$ cat src/design/pfc_pkg.sv
// ----------------------------------------------------------------------------
// Packet flow classifier package
// Shared widths, codes and control types for the flow classifier block.
// ----------------------------------------------------------------------------
`default_nettype none

package pfc_pkg;

  // Default number of flow table entries.
  localparam int FLOW_ENTRIES_DEF = 256;

  // Ethertype and protocol codes.
  localparam logic [15:0] ETH_IPV4 = 16'h0800;
  localparam logic [15:0] ETH_IPV6 = 16'h86DD;
  localparam logic [7:0]  PROTO_TCP = 8'd6;
  localparam logic [7:0]  PROTO_UDP = 8'd17;

  // Packet class codes.
  localparam logic [1:0] CLS_TCP   = 2'd0;
  localparam logic [1:0] CLS_UDP   = 2'd1;
  localparam logic [1:0] CLS_OTHER = 2'd2;

  // Stored key: tag, four address halves and the port pair.
  localparam int KEY_W = 3 + 4 * 64 + 32;

  // Saturation limit of the flow totals.
  localparam logic [8:0] FLOW_MAX = 9'd511;

  // Commands from the controller to the datapath.
  typedef struct packed {
    logic load;    // Capture the input word and update packet counters.
    logic search;  // Step the table search.
    logic commit;  // Apply the search result to the table and flow totals.
  } pfc_cmd_t;

  // Status from the datapath to the controller.
  typedef struct packed {
    logic done;    // The search has finished this cycle.
  } pfc_sts_t;

endpackage

`default_nettype wire

$ cat src/design/pfc_ctrl.sv
// ----------------------------------------------------------------------------
// Packet flow classifier controller
// Sequences accept, table search, commit and result handoff for one word.
// ----------------------------------------------------------------------------
`default_nettype none

module pfc_ctrl (
  input  wire logic             clk,
  input  wire logic             rst_n,
  input  wire logic             in_valid,
  output logic                  in_stall,
  output logic                  out_valid,
  input  wire logic             out_stall,
  output pfc_pkg::pfc_cmd_t     cmd,
  input  wire pfc_pkg::pfc_sts_t sts
);

  localparam logic [1:0] ST_IDLE   = 2'd0;
  localparam logic [1:0] ST_SEARCH = 2'd1;
  localparam logic [1:0] ST_OUT    = 2'd2;

  logic [1:0] state_r;
  logic [1:0] state_nxt;

  // Next state and commands.
  always_comb begin
    state_nxt  = state_r;
    cmd.load   = 1'b0;
    cmd.search = 1'b0;
    cmd.commit = 1'b0;
    unique case (state_r)
      ST_IDLE: begin
        if (in_valid) begin
          cmd.load  = 1'b1;
          state_nxt = ST_SEARCH;
        end
      end
      ST_SEARCH: begin
        cmd.search = 1'b1;
        if (sts.done) begin
          cmd.commit = 1'b1;
          state_nxt  = ST_OUT;
        end
      end
      ST_OUT: begin
        if (!out_stall) begin
          state_nxt = ST_IDLE;
        end
      end
      default: begin
        state_nxt = ST_IDLE;
      end
    endcase
  end

  // State register.
  always_ff @(posedge clk) begin
    if (!rst_n) begin
      state_r <= ST_IDLE;
    end else begin
      state_r <= state_nxt;
    end
  end

  assign in_stall  = (state_r != ST_IDLE);
  assign out_valid = (state_r == ST_OUT);

endmodule

`default_nettype wire

$ cat config.mk
export PLATFORM = sky130hd
export DESIGN_NAME = pfc_ctrl
export DESIGN_NICKNAME = d
export VERILOG_FILES = /design/src/design/pfc_pkg.sv /design/src/design/pfc_ctrl.sv
export SDC_FILE = /design/constraint.sdc
export NUM_CORES = 1
export LEC_CHECK = 0
export BUFFER_PORTS_ARGS = -buffer_cell sky130_fd_sc_hd__buf_2
export CORE_AREA = 5 5 42 44
export CTS_BUF_LIST = sky130_fd_sc_hd__clkbuf_4
export DETAILED_ROUTE_END_ITERATION = 8
export DIE_AREA = 0 0 47 49
export PLACE_DENSITY = 0.3
export RECOVER_POWER = 50
export SLEW_MARGIN = 20
export SYNTH_ARGS = -nofsm -noshare
export SYNTH_HDL_FRONTEND = slang
export SYNTH_SLANG_ARGS = --single-unit
$ cat constraint.sdc
create_clock -name clk -period 1.04 [get_ports clk]
set_input_delay 0.104 -clock clk [delete_from_list [all_inputs] [get_ports clk]]
set_output_delay 0.104 -clock clk [all_outputs]
set_load 0.01 [all_outputs]
==> summary.txt, run 1 <==
Detailed routing
  • Via-per-instance ratio: 3.40
  • Detailed router's first-iteration violation count: 0
  • DRC violations left: 0
  • Per-cell routed wire length: between 8 and 9 um
  • Total wire length after detailed routing: 356 um
  • Antenna viol nets, final: 0
  • Via count of the routed design: 146
  • First-pass iteration count of the detailed router: 1

Synth
  • Mean post-synth cell area: 8.40 um^2
  • Cell types with the largest area share after synthesis: sky130_fd_sc_hd__dfxtp_1, sky130_fd_sc_hd__nand2b_1, sky130_fd_sc_hd__and3b_1
  • Share of async-settable or async-resettable flops after synthesis: 0
  • Most common library cells after synthesis: sky130_fd_sc_hd__nand2b_1, sky130_fd_sc_hd__and3b_1, sky130_fd_sc_hd__dfxtp_1
  • Gate Count Post-Synth: 14
  • Biggest area consumer among synthesized cells: sky130_fd_sc_hd__dfxtp_1
  • Number of flops mapped to enable cells by yosys: 0
  • Portion of the post-synthesis area used by sequential elements: 0.340
  • Main flop type after synthesis: sky130_fd_sc_hd__dfxtp_1
  • Synthesized netlist net count: 19
  • Share of Yosys cell area claimed by the top area cell type: 0.340
  • Number of warnings printed during yosys synthesis: 0
  • Seq cells post-synth: 2
  • Post-synth cell types: 10
  • Most frequently used cell type in the post-synthesis netlist: sky130_fd_sc_hd__nand2b_1
  • Post-synth design cell area: 118 um^2

Clock tree
  • H-Tree Level Count: 1
  • Number of buffers created by CTS: 3
  • Clk slew on worst S/H paths: ~30 ps
  • Buffer type at the clock tree root: sky130_fd_sc_hd__clkbuf_4
  • Clock tree from TritonCTS: yes
  • Number of clock sinks: 2
  • Number of buffers on the longest clock path: 2
  • Cts-stage hold buffer count: 0
  • Clock latency of the later-clocked register in the worst-skew pair: 220 ps

Setup path
  • Critical path arrival: 990 ps
  • WS Path Type: flip-flop to output pin
  • Worst Path Max Fanout: 5
  • Required time of the critical path: approximately 940 ps
  • CP Capture Type: output pin
  • Nature of the critical path startpoint: flip-flop

Timing
  • Final total negative setup slack: -50.0 ps
  • Shortest period the worst path allows: 1090 ps
  • Maximum clock frequency: 0.917 GHz
  • Final setup slack of the worst path: -50.0 ps
  • Final Hold Fails: 0
  • Final-report max-slew violation count: 0
  • RSZ-0062 raised after global routing: yes
  • Worst hold slack after final layout: 114 ps
  • # setup viols final: 1
  • Actual transition at the worst max-transition pin: about 160 ps
  • Relative slew slack: 0.895
  • Final setup skew: 3.46 ps
  • Post-route clock period utilization: 1.05

Placement
  • Port Buffer Count: 9
  • Placed instance count: 39
  • Weighted congestion reported at the end of routability-driven placement: 0.666
  • Detailed Place HPWL: about 280 um

Power and ir drop
  • Switching part of the total: 0.231
  • Sequential Power Share: 0.281
  • Clock share of power: 0.538
  • Combinational share of power: 0.181
  • Leakage dissipation: 0.121 nW
  • Internal power: 0.000242 W
  • Peak supply drop: 0.000465 V
  • Net switching power figure: 0.0000727 W
  • Power per cell area: 1470 nW/um^2

Run status
  • Failing checks: setup timing
  • Status: finished, violations left

Layout
  • Leading registers by flop count: state_r (2)
  • Area of combinational cells with multiple inputs: 73.8 um^2
  • Final-stage net count: 34
  • FF/Latch Area: 41.3 um^2
  • Area added between synthesis and finish: 81.9%
  • Final antenna diode count: 0
  • Final instance count without filler cells: 43
  • Top register by number of flip-flops: state_r
  • Largest register FFs: 2
  • Number of fill cells: about 160
  • Share of post-route cells with drive strength above 1: 0.556

Floorplan
  • DIE WIDTH: about 47 um
  • Area of the die: 2300 um^2
  • Die boundary height: approximately 49 um
  • Std-Cell Core Area: 1400 um^2
  • Top-Level Pins: 10
  • Starting utilization of the core area: 0.0839
  • Row count: 14

Global routing
  • Overall Global Routing Usage: 0.0436
  • Wire length of the first global-routing pass: 648 um
  • Remaining global-route overflow: 0
  • Largest net degree at the start of global routing: 7
  • Vias in the first global route: 154
  • Antenna violations before repair: 0

Job
  • Max-cap violation count: 0

Min path
  • Hold/Removal Path Class: input port to flip-flop
layer usage:
| layer | share of wire | routed length [um] | track usage |
|---|---|---|---|
| met1 | 0.46 | 163 | 0.0460 |
| met2 | 0.32 | 114 | 0.0475 |
| met3 | 0.19 | 68 | 0.0406 |
| met4 | 0.022 | 8 | 0.0415 |
| met5 | 0 | 0 | 0 |
worst paths after layout:
check	startpoint	endpoint	slack [ps]	cells past startpoint
max	state_r[0]$_SDFFE_PN0P_	cmd[2]	-50	3
min	rst_n	state_r[1]$_SDFFE_PN0P_	110	2
max reg2reg	state_r[0]$_SDFFE_PN0P_	state_r[1]$_SDFFE_PN0P_	70	3
min reg2reg	state_r[1]$_SDFFE_PN0P_	state_r[0]$_SDFFE_PN0P_	530	2
cells in the final DEF (no fill, tap or decap):
cell type                  n
sky130_fd_sc_hd__nand2b_1  3
sky130_fd_sc_hd__and2b_2   1
sky130_fd_sc_hd__buf_4     1
sky130_fd_sc_hd__or2_1     1
sky130_fd_sc_hd__nor2b_1   1
sky130_fd_sc_hd__dfxtp_2   1
sky130_fd_sc_hd__dfxtp_1   1
sky130_fd_sc_hd__inv_1     1
sky130_fd_sc_hd__buf_2     9
sky130_fd_sc_hd__a21oi_1   1
sky130_fd_sc_hd__and3b_1   2
sky130_fd_sc_hd__clkbuf_4  3
sky130_fd_sc_hd__nor2_1    1
sky130_fd_sc_hd__o21a_1    1
power groups by stage:
stage / clock network, W / registers [W] / logic [W]
finish: 0.000169 / 0.0000884 / 0.0000568
global route: 0.000194 / 0.0000891 / 0.0000656
CTS: 0.000179 / 0.0000883 / 0.0000582
detailed placement: 0 / 0.0000899 / 0.0000525
global placement: 0 / 0.0000889 / 0.0000514
floorplan: 0 / 0.0000874 / 0.0000290
repair_timing:
item                                   in CTS  in global routing
endpoints found under the hold margin       0                  0
resized for setup                           3                  0
buffers inserted                            1                  0
gates cloned                                0                  0
setup endpoints to repair                   4                  4
pin swaps                                   1                  0
layout make-up:
cell class | count | area share
Tap cell | 16 | 0.0936
Sequential cell | 2 | 0.193
Inverter | 1 | 0.0175
Timing Repair Buffer | 10 | 0.246
Clock buffer | 3 | 0.105
Multi-Input combinational cell | 11 | 0.345
cells by family (layout without fill, tap and decap cells):
logic type / count (synthesis) / after routing / share of synthesized area
AO/OA/AOI/OAI: 2 / 2 / 0.106
buffers and inverters: 1 / 14 / 0.0319
flip-flops: 2 / 2 / 0.340
AND/OR/NAND/NOR: 9 / 9 / 0.521
critical path, cell delays in order (launching register included):
cell	delay, ps
sky130_fd_sc_hd__dfxtp_1	330
sky130_fd_sc_hd__or2_1	230
sky130_fd_sc_hd__nor2_1	80
sky130_fd_sc_hd__buf_2	130
through the flow:
stage                     power [W]   util  instance area [um^2]  worst slack, ps
final                      0.000314  0.153                   214            -50.0
after global routing       0.000349  0.153                   214             -136
after CTS                  0.000326  0.155                   218            -67.9
after detailed placement   0.000142  0.130                   183              139
after global placement     0.000140  0.130                   183              157
after floorplan            0.000116      -                   118              159
(Power assumes the default switching activity.)
==> run 2, diff against run 1 <==
CELL_PAD_IN_SITES_DETAIL_PLACEMENT = 0   (was not set)
CELL_PAD_IN_SITES_GLOBAL_PLACEMENT = 1   (was not set)
PLACE_DENSITY = 0.37   (was 0.3)
==> summary.txt, run 2 (synthesis gave the netlist of run 1 again) <==
Timing
  • Worst hold slack after final layout: 113 ps (-0.923 ps)
  • Relative slew slack: 0.935 (+0.0403)
  • Final setup slack of the worst path: -66.7 ps (-16.7 ps)
  • Final-report max-slew violation count: 0 (unchanged)
  • Final Hold Fails: 0 (unchanged)
  • Actual transition at the worst max-transition pin: 97.4 ps (-60.2 ps)
  • # setup viols final: 1 (unchanged)
  • Maximum clock frequency: 0.904 GHz (-1.5%)
  • Final setup skew: 1.29 ps (-2.16 ps)
  • Shortest period the worst path allows: 1110 ps (+16.7 ps)
  • RSZ-0062 raised after global routing: yes
  • Post-route clock period utilization: 1.06 (+0.0161)

Setup path
  • Critical path cell sequence: or2_1 -> nor2_1 -> buf_2
  • Largest stage delay, worst path: 330 ps (about the same)
  • Worst Path Max Fanout: 6 (+1)
  • WS Path Type: flip-flop to output pin
  • Cell at the slowest stage of the critical path: sky130_fd_sc_hd__dfxtp_2
  • Required time of the critical path: 940 ps (about the same)
  • Critical path buffers and inverters: 1 (unchanged)
  • Critical path arrival: 1000 ps (about the same)
  • CP Launch Point: state_r[1]$_SDFFE_PN0P_
  • R2R setup slack: 150 ps (+80 ps)
  • CP Capture Type: output pin
  • Origin of the critical flop-to-flop path: state_r[0]$_SDFFE_PN0P_
  • End of the worst register-to-register path: state_r[1]$_SDFFE_PN0P_
  • Family with the most delay on the worst path: flip-flops
  • FF-to-FF path depth: 3 (unchanged)
  • Nature of the critical path startpoint: flip-flop

Power and ir drop
  • Combinational share of power: 0.191 (+0.010)
  • Power per cell area: 1430 nW/um^2 (-2.5%)
  • Switching part of the total: 0.236 (+0.00443)
  • Sequential Power Share: 0.275 (-0.006)
  • Clock share of power: 0.535 (-0.003)
  • Leakage dissipation: 0.122 nW (+1.5%)
  • Internal power: 0.000245 W (+1.5%)
  • Net switching power figure: 0.0000757 W (+4.1%)
  • Peak supply drop: 0.000324 V (-30%)

Min path
  • HP Start: rst_n
  • Hold/Removal Path Class: input port to flip-flop
  • Worst hold endpoint: state_r[1]$_SDFFE_PN0P_
  • Hold path cells: 2 (unchanged)

Layout
  • Final-stage net count: 34 (unchanged)
  • Top register by number of flip-flops: state_r
  • Area added between synthesis and finish: 90.4%
  • Final antenna diode count: 0 (unchanged)
  • Final instance area: 224 um^2 (+4.7%)
  • Leading registers by flop count: state_r (2)
  • Leading cell type in the layout, fill and taps excluded: sky130_fd_sc_hd__buf_2
  • Fin util: 0.160 (+0.00714)
  • Largest register FFs: 2 (unchanged)
  • Share of post-route cells with drive strength above 1: 0.593 (+0.0370)
  • Leading cell types in the layout, fill and taps excluded: sky130_fd_sc_hd__buf_2, sky130_fd_sc_hd__nand2b_1, sky130_fd_sc_hd__clkbuf_4

Clock tree
  • H-Tree Level Count: 1 (unchanged)
  • Number of buffers on the longest clock path: 2 (unchanged)
  • Clock latency of the later-clocked register in the worst-skew pair: 220 ps (about the same)
  • Number of buffers created by CTS: 3 (unchanged)
  • Clk slew on worst S/H paths: 30 ps (about the same)
  • Number of clock sinks: 2 (unchanged)
  • Buffer type at the clock tree root: sky130_fd_sc_hd__clkbuf_4
  • Clock tree from TritonCTS: yes

Detailed routing
  • Via-per-instance ratio: 3.23 (-4.8%)
  • First-pass iteration count of the detailed router: 1 (unchanged)
  • Via count of the routed design: 139 (-4.8%)
  • Per-cell routed wire length: 8.07 um (-2.5%)
  • Total wire length after detailed routing: 347 um (-2.5%)
  • Antenna viol nets, final: 0 (unchanged)
  • DRC violations left: 0 (unchanged)
  • Detailed router's first-iteration violation count: 0 (unchanged)

Global routing
  • Vias in the first global route: 152 (-1.3%)
  • Most utilized layer in the global route result: met1
  • Largest net degree at the start of global routing: 7 (unchanged)
  • Met1 usage in global routing: 0.0438 (-0.00219)
  • Antenna violations before repair: 0 (unchanged)
  • Overall Global Routing Usage: 0.0401 (-0.00352)
  • Met3 routing resource usage after global routing: 0.0369 (-0.00369)
  • Global routing met2 resource utilization: 0.0407 (-0.00679)
  • Wire length of the first global-routing pass: 600 um (-7.4%)
  • Remaining global-route overflow: 0 (unchanged)

Floorplan
  • Top-Level Pins: 10 (unchanged)
  • Area of the die: 2300 um^2 (unchanged)
  • Std-Cell Core Area: 1400 um^2 (unchanged)
  • DIE WIDTH: 47 um (unchanged)
  • Row count: 14 (unchanged)
  • Die boundary height: 49 um (unchanged)
  • Starting utilization of the core area: 0.0839 (unchanged)

Job
  • Max-cap violation count: 0 (unchanged)

Placement
  • Instance area at placement: 183 um^2 (unchanged)
  • Weighted congestion reported at the end of routability-driven placement: 0.672 (+0.81%)
  • Port Buffer Count: 9 (unchanged)

Run status
  • Status: finished, violations left
  • Failing checks: setup timing
==> run 2: cell counts in the layout (fill, tap and decap cells not counted) <==
No cell type changed its count.
==> run 2: power groups by stage <==
stage          combinational [W]  clock, W  sequential (W)
2_1_floorplan          0.0000290         0       0.0000874
3_3_place_gp           0.0000516         0       0.0000888
3_5_place_dp           0.0000528         0       0.0000897
4_1_cts                0.0000579  0.000183       0.0000882
5_1_grt                0.0000690  0.000195       0.0000891
6_report               0.0000613  0.000172       0.0000881
==> run 2: worst max-delay path by stage <==
stage | to | slack [ps] | cells after the start
floorplan | cmd[2] | 160 | 2
global placement | cmd[2] | 160 | 3
detailed placement | cmd[2] | 130 | 3
CTS | cmd[2] | -80 | 3
global route | cmd[2] | -140 | 3
finish | cmd[2] | -70 | 3
==> run 2: what timing repair did <==
| item | 4_1_cts | 5_1_grt |
|---|---|---|
| resized for setup | 3 | 1 |
| buffers inserted | 1 | 0 |
| setup endpoints to repair | 4 | 4 |
| endpoints found under the hold margin | 0 | 0 |
| pin swaps | 1 | 0 |
| hold buffers | 0 | 0 |
==> run 2: layer usage <==
| layer | part of all wire | up-vias | wire (um) |
|---|---|---|---|
| li1 | - | 72 | - |
| met1 | 0.46 | 55 | 161 |
| met2 | 0.33 | 12 | 115 |
| met3 | 0.20 | 0 | 69 |
| met4 | 0 | 0 | 0 |
| met5 | 0 | - | 0 |
==> run 2: per-stage QoR <==
step / worst slack (ps) / std cells / TNS (ps) / power, W
final: -66.7 / 43 / -66.7 / 0.000321
after global routing: -142 / 43 / -222 / 0.000353
after CTS: -79.2 / 43 / -83.5 / 0.000329
after detailed placement: 130 / 39 / 0 / 0.000142
after global placement: 155 / 39 / 0 / 0.000140
after floorplan: 159 / 14 / 0 / 0.000116
==> run 2: area by class of cell <==
| type | instances | area, um^2 |
|---|---|---|
| Inverter | 1 | 3.75 |
| Multi-Input combinational cell | 11 | 73.8 |
| Sequential cell | 2 | 45.0 |
| Clock buffer | 3 | 22.5 |
| Tap cell | 16 | 20.0 |
| Fill cell | 166 | 1180 |
| Timing Repair Buffer | 10 | 58.8 |
==> run 2: worst reg2reg max path: cells and delay by family, from the launching register on <==
| family | cells | cell delay (ps) |
|---|---|---|
| simple gates | 1 | 160 |
| buf+inv | 1 | 100 |
| compound gates | 1 | 160 |
| flops | 1 | 350 |
==> run 3, diff against run 2 <==
CAP_MARGIN = 5   (was not set)
CORE_AREA = 8 8 45 47   (was 5 5 42 44)
DIE_AREA = 0 0 53 55   (was 0 0 47 49)
PLACE_DENSITY = 0.39   (was 0.37)
clock period = 1 ns   (was 1.04 ns; I/O delays follow)
==> summary.txt, run 3 (synthesis gave the netlist of run 1 again) <==
Run status
  • Status: finished, violations left
  • Failing checks: setup timing

Global routing
  • Wire length of the first global-routing pass: 621 um (+3.5%)
  • Met1 usage in global routing: 0.0303 (-0.0135)
  • Largest net degree at the start of global routing: 7 (unchanged)
  • Antenna violations before repair: 0 (unchanged)
  • Most utilized layer in the global route result: met4
  • Overall Global Routing Usage: 0.0338 (-0.00624)
  • Remaining global-route overflow: 0 (unchanged)
  • Met3 routing resource usage after global routing: 0.0214 (-0.0155)
  • Vias in the first global route: 156 (+2.6%)
  • Global routing met2 resource utilization: 0.0371 (-0.00361)

Power and ir drop
  • Peak supply drop: 0.000250 V (-23%)
  • Clock share of power: 0.530 (-0.005)
  • Power per cell area: 1450 nW/um^2 (+1.4%)
  • Sequential Power Share: 0.272 (-0.003)
  • Internal power: 0.000257 W (+5.0%)
  • Leakage dissipation: 0.128 nW (+4.4%)
  • Switching part of the total: 0.235 (-0.00102)
  • Net switching power figure: 0.0000790 W (+4.4%)
  • Combinational share of power: 0.198 (+0.007)

Setup path
  • Largest stage delay, worst path: 340 ps (about the same)
  • Critical path cell sequence: or2_1 -> nor2_1 -> buf_2
  • Worst Path Max Fanout: 6 (unchanged)
  • Nature of the critical path startpoint: flip-flop
  • CP Capture Type: output pin
  • Cell at the slowest stage of the critical path: sky130_fd_sc_hd__dfxtp_4
  • Critical path arrival: 990 ps (about the same)
  • Required time of the critical path: 900 ps (-40 ps)
  • Family with the most delay on the worst path: flip-flops
  • Critical path buffers and inverters: 1 (unchanged)
  • WS Path Type: flip-flop to output pin

Floorplan
  • DIE WIDTH: 53 um (+13%)
  • Die boundary height: 55 um (+12%)
  • Starting utilization of the core area: 0.0850 (+0.00106)
  • Std-Cell Core Area: 1380 um^2 (-1.2%)
  • Top-Level Pins: 10 (unchanged)
  • Area of the die: 2920 um^2 (+27%)
  • Row count: 14 (unchanged)

Layout
  • Final antenna diode count: 0 (unchanged)
  • Largest register FFs: 2 (unchanged)
  • Number of fill cells: 165 (-0.60%)
  • Fin util: 0.167 (+0.00745)
  • Final instance count without filler cells: 44 (+2.3%)
  • Final-stage net count: 35 (+2.9%)
  • Share of post-route cells with drive strength above 1: 0.607 (+0.0146)
  • Leading cell type in the layout, fill and taps excluded: sky130_fd_sc_hd__buf_2
  • Leading cell types in the layout, fill and taps excluded: sky130_fd_sc_hd__buf_2, sky130_fd_sc_hd__nand2b_1, sky130_fd_sc_hd__clkbuf_4
  • Top register by number of flip-flops: state_r
  • Area added between synthesis and finish: 96.8%
  • Leading registers by flop count: state_r (2)
  • Final instance area: 231 um^2 (+3.4%)

Detailed routing
  • Via count of the routed design: 142 (+2.2%)
  • DRC violations left: 0 (unchanged)
  • Per-cell routed wire length: 8.75 um (+8.4%)
  • Antenna viol nets, final: 0 (unchanged)
  • Via-per-instance ratio: 3.23 (-0.16%)
  • Detailed router's first-iteration violation count: 3 (+3)
  • Total wire length after detailed routing: 385 um (+11%)
  • First-pass iteration count of the detailed router: 2 (+1)

Placement
  • Weighted congestion reported at the end of routability-driven placement: 0.641 (-4.6%)
  • Port Buffer Count: 9 (unchanged)
  • Instance area at placement: 183 um^2 (unchanged)
  • Detailed Place HPWL: 298 um
  • Placed instance count: 39 (unchanged)

Timing
  • Worst hold slack after final layout: 99.3 ps (-13.7 ps)
  • Maximum clock frequency: just over 0.9 GHz
  • Actual transition at the worst max-transition pin: 102 ps (+5.06 ps)
  • Final-report max-slew violation count: 0 (unchanged)
  • Final setup skew: 2.12 ps (+0.827 ps)
  • RSZ-0062 raised after global routing: yes
  • Final setup slack of the worst path: -91.3 ps (-24.6 ps)
  • Relative slew slack: 0.932 (-0.00338)
  • # setup viols final: 3 (+2)
  • Final Hold Fails: 0 (unchanged)
  • Shortest period the worst path allows: 1090 ps
  • Post-route clock period utilization: 1.09

Clock tree
  • Number of buffers on the longest clock path: 2 (unchanged)
  • Number of buffers created by CTS: 3 (unchanged)
  • H-Tree Level Count: 1 (unchanged)
  • Clk slew on worst S/H paths: 30 ps (about the same)
  • Clock tree from TritonCTS: yes
  • Cts-stage hold buffer count: 0 (unchanged)
  • Clock latency of the later-clocked register in the worst-skew pair: 220 ps (about the same)
  • Number of clock sinks: 2 (unchanged)
  • Buffer type at the clock tree root: sky130_fd_sc_hd__clkbuf_4

Job
  • Max-cap violation count: 0 (unchanged)

Min path
  • Hold/Removal Path Class: input port to flip-flop
-- run 3: cell count changes in the layout (fill, tap and decap cells not counted), sizes merged --
cell	before	now
buf	10	11
-- run 3: per-layer routing --
| metal | up-vias | routed length (um) |
|---|---|---|
| met5 | - | 0 |
| li1 | 73 | - |
| met4 | 0 | 0 |
| met3 | 0 | 92 |
| met1 | 61 | 124 |
| met2 | 8 | 168 |
-- run 3: layout make-up --
class / count / area (um^2) / area share
multi-input cells: 11 / 73.8 / 0.319
flip-flops and latches: 2 / 45.0 / 0.195
inverters: 1 / 3.75 / 0.0162
clock buffers: 3 / 22.5 / 0.0973
repair buffers: 11 / 66.3 / 0.286
well taps: 16 / 20.0 / 0.0865
-- run 3: worst paths after layout --
kind	start	depth (start not counted)	slack, ps	to
worst min register to register	state_r[0]$_SDFFE_PN0P_	2	500	state_r[0]$_SDFFE_PN0P_
worst max register to register	state_r[0]$_SDFFE_PN0P_	3	70	state_r[1]$_SDFFE_PN0P_
worst min-delay path	rst_n	2	100	state_r[1]$_SDFFE_PN0P_
worst max-delay path	state_r[0]$_SDFFE_PN0P_	3	-90	cmd[2]
-- run 3: what timing repair did --
item,CTS,global route
setup endpoints to repair,4,5
pin swaps,1,0
setup buffers,2,0
gates resized for setup,4,0
gates cloned,0,0
-- run 3: metrics by stage --
stage | setup TNS [ps] | setup slack, ps | power (W)
finish | -118 | -91.3 | 0.000336
global route | -298 | -129 | 0.000367
CTS | -188 | -114 | 0.000354
detailed placement | 0 | 104 | 0.000149
global placement | 0 | 106 | 0.000149
floorplan | 0 | 123 | 0.000121
-- run 3: power by group through the flow --
stage	clock (W)	sequential, W	combinational (W)
final	0.000178	0.0000915	0.0000667
after global placement	0	0.0000927	0.0000560
after CTS	0.000194	0.0000917	0.0000685
after detailed placement	0	0.0000930	0.0000558
after global routing	0.000200	0.0000931	0.0000738
after floorplan	0	0.0000909	0.0000301
